### config.mk
export PLATFORM = sky130hd
export DESIGN_NAME = cift_ctrl
export DESIGN_NICKNAME = d
export VERILOG_FILES = /design/src/rtl/cift_pkg.sv /design/src/rtl/cift_ctrl.sv
export SDC_FILE = /design/constraint.sdc
export NUM_CORES = 1
export LEC_CHECK = 0
export BUFFER_PORTS_ARGS = -buffer_cell sky130_fd_sc_hd__buf_2
export CORE_AREA = 2 2 39 41
export DETAILED_ROUTE_END_ITERATION = 16
export DIE_AREA = 0 0 41 43
export GPL_TIMING_DRIVEN = 0
export RECOVER_POWER = 50
export SETUP_SLACK_MARGIN = 0.3
export SYNTH_ARGS = -nofsm -noshare
export SYNTH_HDL_FRONTEND = slang
export SYNTH_SLANG_ARGS = --single-unit
export TNS_END_PERCENT = 20
### constraint.sdc
create_clock -name i_clk -period 1.3 [get_ports i_clk]
set_input_delay 0.26 -clock i_clk [delete_from_list [all_inputs] [get_ports i_clk]]
set_output_delay 0.26 -clock i_clk [all_outputs]
set_load 0.01 [all_outputs]
### src/rtl/cift_pkg.sv
// Package for the CAN identifier frequency table.
// Holds the table sizing constants, the controller/datapath command and status
// structs, and the slot index helper. No dependencies.
package cift_pkg;

    localparam int TABLE_DEPTH = 128;
    localparam int IDX_W       = (TABLE_DEPTH > 1) ? $clog2(TABLE_DEPTH) : 1;
    localparam int FILL_W      = $clog2(TABLE_DEPTH + 1);
    localparam int ID_W        = 29;
    localparam int CNT_W       = 32;
    localparam int SLOT_W      = 7;

    typedef logic [IDX_W-1:0]  t_idx;
    typedef logic [FILL_W-1:0] t_fill;
    typedef logic [ID_W-1:0]   t_id;
    typedef logic [CNT_W-1:0]  t_cnt;
    typedef logic [SLOT_W-1:0] t_slot;

    // controller -> datapath
    typedef struct packed {
        logic start;   // latch key, restart scan
        logic scan;    // issue next id read / compare previous one
        logic cnt_rd;  // read count of the hit slot
        logic upd;     // write incremented count, load result
        logic ins;     // insert new id or drop, load result
    } t_cmd;

    // datapath -> controller
    typedef struct packed {
        logic hit;      // registered id read matched the key
        logic miss;     // all filled slots scanned, no match
        logic out_free; // result register can take a new item
    } t_status;

    // slot index as seen on the result port (truncated or zero-extended)
    function automatic t_slot slot_of(input t_idx idx);
        logic [IDX_W+SLOT_W-1:0] w;
        w = {{SLOT_W{1'b0}}, idx};
        return w[SLOT_W-1:0];
    endfunction

endpackage

### src/rtl/cift_ctrl.sv
// Controller for the CAN identifier frequency table.
// Sequences accept, scan, count update / insert and result load.
// Depends on cift_pkg.
module cift_ctrl
    import cift_pkg::*;
(
    input  logic    i_clk,
    input  logic    i_rst_n,
    input  logic    i_in_valid,
    output logic    o_in_stall,
    input  t_status i_status,
    output t_cmd    o_cmd
);

    typedef enum logic [2:0] {
        S_IDLE,
        S_SCAN,
        S_CNT_RD,
        S_UPD,
        S_INS
    } t_state;

    t_state r_state;
    t_state n_state;

    always_comb begin
        n_state      = r_state;
        o_cmd        = '0;
        case (r_state)
            S_IDLE: begin
                if (i_in_valid) begin
                    o_cmd.start = 1'b1;
                    n_state     = S_SCAN;
                end
            end
            S_SCAN: begin
                o_cmd.scan = 1'b1;
                if (i_status.hit) begin
                    n_state = S_CNT_RD;
                end else if (i_status.miss) begin
                    n_state = S_INS;
                end
            end
            S_CNT_RD: begin
                o_cmd.cnt_rd = 1'b1;
                n_state      = S_UPD;
            end
            S_UPD: begin
                if (i_status.out_free) begin
                    o_cmd.upd = 1'b1;
                    n_state   = S_IDLE;
                end
            end
            S_INS: begin
                if (i_status.out_free) begin
                    o_cmd.ins = 1'b1;
                    n_state   = S_IDLE;
                end
            end
            default: begin
                n_state = S_IDLE;
            end
        endcase
    end

    assign o_in_stall = (r_state != S_IDLE);

    always_ff @(posedge i_clk) begin
        if (!i_rst_n) begin
            r_state <= S_IDLE;
        end else begin
            r_state <= n_state;
        end
    end

endmodule

==> impl_metrics.ini <==
[place]
io_buffer_count = 11
dpl.hpwl_um = 383
placed_cell_area_um2 = 302
gp_congestion = 0.634
dp_slack_ns = 0.0343

[synthesis]
yosysTopAreaCell = dfxtp_1
synth-simple-area-share = 0.509
yosysTopAreaCellShare = 0.281
syn_area_per_cell_um2 = 8.56
synth_nets = 31
synth_compound_area_frac = 0.140
synth_area_um2 = 214
synth_xor_area_frac = 0
ys_seq_elements = 3
yosys-top-cells-area = dfxtp_1, nor3b_1, and4bb_2
ys_seq_area_frac = 0.281
netlist_instances = 25
synthMuxAreaShare = 0
synth_fa_ha_area_frac = 0
ys_warn_count = 0
netlist-cell-type-count = 19
synth_top_family_by_area = simple AND/OR/NAND/NOR gates

[power]
finalPower_w = 0.000359
peakVddDrop_mv = 0.341
p_leak_nw = 0.160
power.density_nw_per_um2 = 990

[worst_setup_path]
crit_path_start_kind = flop
reg2reg_slack_ns = 0.23
end_kind = output port
crit_slowest_cell = or3_4
cp.depth = 4
cp_max_fo = 10
startpoint = r_state[0]$_SDFFE_PN0P_
worst-path-buf-inv = 2
crit_family = simple AND/OR/NAND/NOR gates
crit_top_cell = buf_6
cp.arrival_ns = 1.20
r2r_end = r_state[2]$_SDFFE_PN0P_
cpPeakStageDelay_ns = 0.34
reg2reg_depth = 3
r2r_start = r_state[0]$_SDFFE_PN0P_
path_cells = buf_6 > or3_4 > nor2_4 > buf_6
cp.required_ns = 1.04
critPathKind = flop to output port

[cells_and_area]
antenna_cells = 0
nFillCells = 155
syn_to_final_growth_pct = 69.6
final_area_um2 = 363
nNetsFinal = 47
largest_reg_flops = 3
top_register = r_state
drive_gt1_frac = 0.600
top_regs = r_state: 3 flops

[die]
die_w_um = 41
std_cell_rows = 14
die_h_um = 43
ios = 12
initial_core_util = 0.155
dieArea_um2 = 1760
core_area_um2 = 1380

[sta]
clock.fmax_ghz = 0.683
finalSetupViolCount = 3
fin_ws_ns = -0.164
grt_setup_unrepaired = yes
post-route-period-util = 1.13
slew-limit-headroom = 0.888
tightest_slew_ns = 0.167
clock_skew_ns = 0.00241
final_hold_viol_count = 0
final-max-slew-violation-count = 0
period_needed_ns = 1.46

[worst_hold_path]
min_path_cells = 3
min-delay-start = i_rst_n
hold_end = r_state[2]$_SDFFE_PN0P_
hold_class = primary input to flop

[clocking]
h-tree-depth = 1
insertion_delay_ns = 0.23
cts_tree = built
cts_hold_buf = 0
numCtsBuffers = 3
clockRootBuffer = clkbuf_4
cts_max_path_buffers = 2
clk_pin_slew_worst_paths_ns = 0.03
clkSinkCount = 3

[outcome]
status = finished, violations left
violations = setup timing

[detailed_routing]
drtIter0Drc = 0
vias = 225
vias_per_cell = 4.02
remaining_drc_errors = 0
routed_wirelength_um = 533
wire_per_inst_um = 9.52
postRouteAntennaNets = 0
first_pass_iters = 1

[grt]
grt-ovfl-total = 0
grt_antenna_before_repair = 0
grt_start_max_net_pins = 11
grt_first_pass_wirelength_um = 828
grtUsageTotal = 0.0792
first_global_vias = 228

[run]
drv_cap = 0
-- layout by cell type (no fill, tap or decap), types with 2 or more instances in the layout --
| cell | netlist | routed |
|---|---|---|
| clkbuf_4 | 0 | 3 |
| dfxtp_2 | 0 | 2 |
| buf_6 | 1 | 3 |
| nor2_1 | 3 | 2 |
| buf_2 | 0 | 9 |
-- worst register-to-register path, cell delays in order (launching register included) --
cell     delay [ns]
dfxtp_2        0.32
buf_6          0.13
or3b_1         0.40
a21oi_2        0.15
-- cell type report --
type / instances / area, µm² / share of cell area
plain buffers: 1 / 11.3 / 0.0310
clock buffers: 4 / 26.3 / 0.0724
inverters: 1 / 3.75 / 0.0103
multi-input cells: 20 / 168 / 0.462
flip-flops and latches: 3 / 66.3 / 0.183
well taps: 16 / 20.0 / 0.0552
repair buffers: 11 / 67.6 / 0.186
-- layer usage --
metal	GRT usage	vias up	wire, µm
met2	0.119	7	278
met5	0	-	0
met3	0.0681	0	44
met4	0.0800	0	0
met1	0.0511	99	210
li1	-	119	-
-- timing repair --
item                                    4_1_cts  5_1_grt
setup buffers                                 0        0
endpoints found under the setup margin        8        8
gates cloned                                  0        0
pin swaps                                     5        4
gates resized for setup                       7        2
-- worst max path at each step --
stage,endpoint,slack [ns]
after floorplan,o_cmd[4],0.12
after global placement,o_cmd[4],0.04
after detailed placement,o_cmd[4],0.03
after CTS,o_cmd[4],-0.17
after global routing,o_cmd[4],-0.22
final,o_cmd[4],-0.16
-- metrics by stage --
| step | util | TNS (ns) | hold WS [ns] | std cells |
|---|---|---|---|---|
| finish | 0.262 | -0.311 | 0.301 | 56 |
| global route | 0.262 | -0.500 | 0.299 | 56 |
| CTS | 0.256 | -0.350 | 0.262 | 56 |
| global placement | 0.218 | 0 | 0.515 | 52 |
| detailed placement | 0.218 | 0 | 0.519 | 52 |
| floorplan | - | 0 | 0.390 | 25 |
-- cell families after synthesis --
kind of cell	Yosys count
AOI/OAI and AO/OA	4
buffers and inverters	2
DFF	3
and+or+nand+nor	16
-- power by group --
part | total (W) | switching (W) | internal (W)
registers | 0.000108 | 0.00000911 | 0.0000985
clock network | 0.000160 | 0.0000451 | 0.000115
logic | 0.0000919 | 0.0000394 | 0.0000525
total | 0.000359 | 0.0000936 | 0.000266
-- cells in the mapped netlist --
master     number
a21boi_1        1
a21oi_1         1
and2b_1         1
and3b_1         1
and4bb_2        1
buf_6           1
dfxtp_1         3
inv_1           1
nand2_1         1
nand2b_1        2
nand3_1         1
nand4bb_1       1
nor2_1          3
nor2b_1         1
nor3b_1         2
o21a_1          1
o311a_1         1
or3_1           1
or3b_1          1
Power figures use the tool's default switching activity.
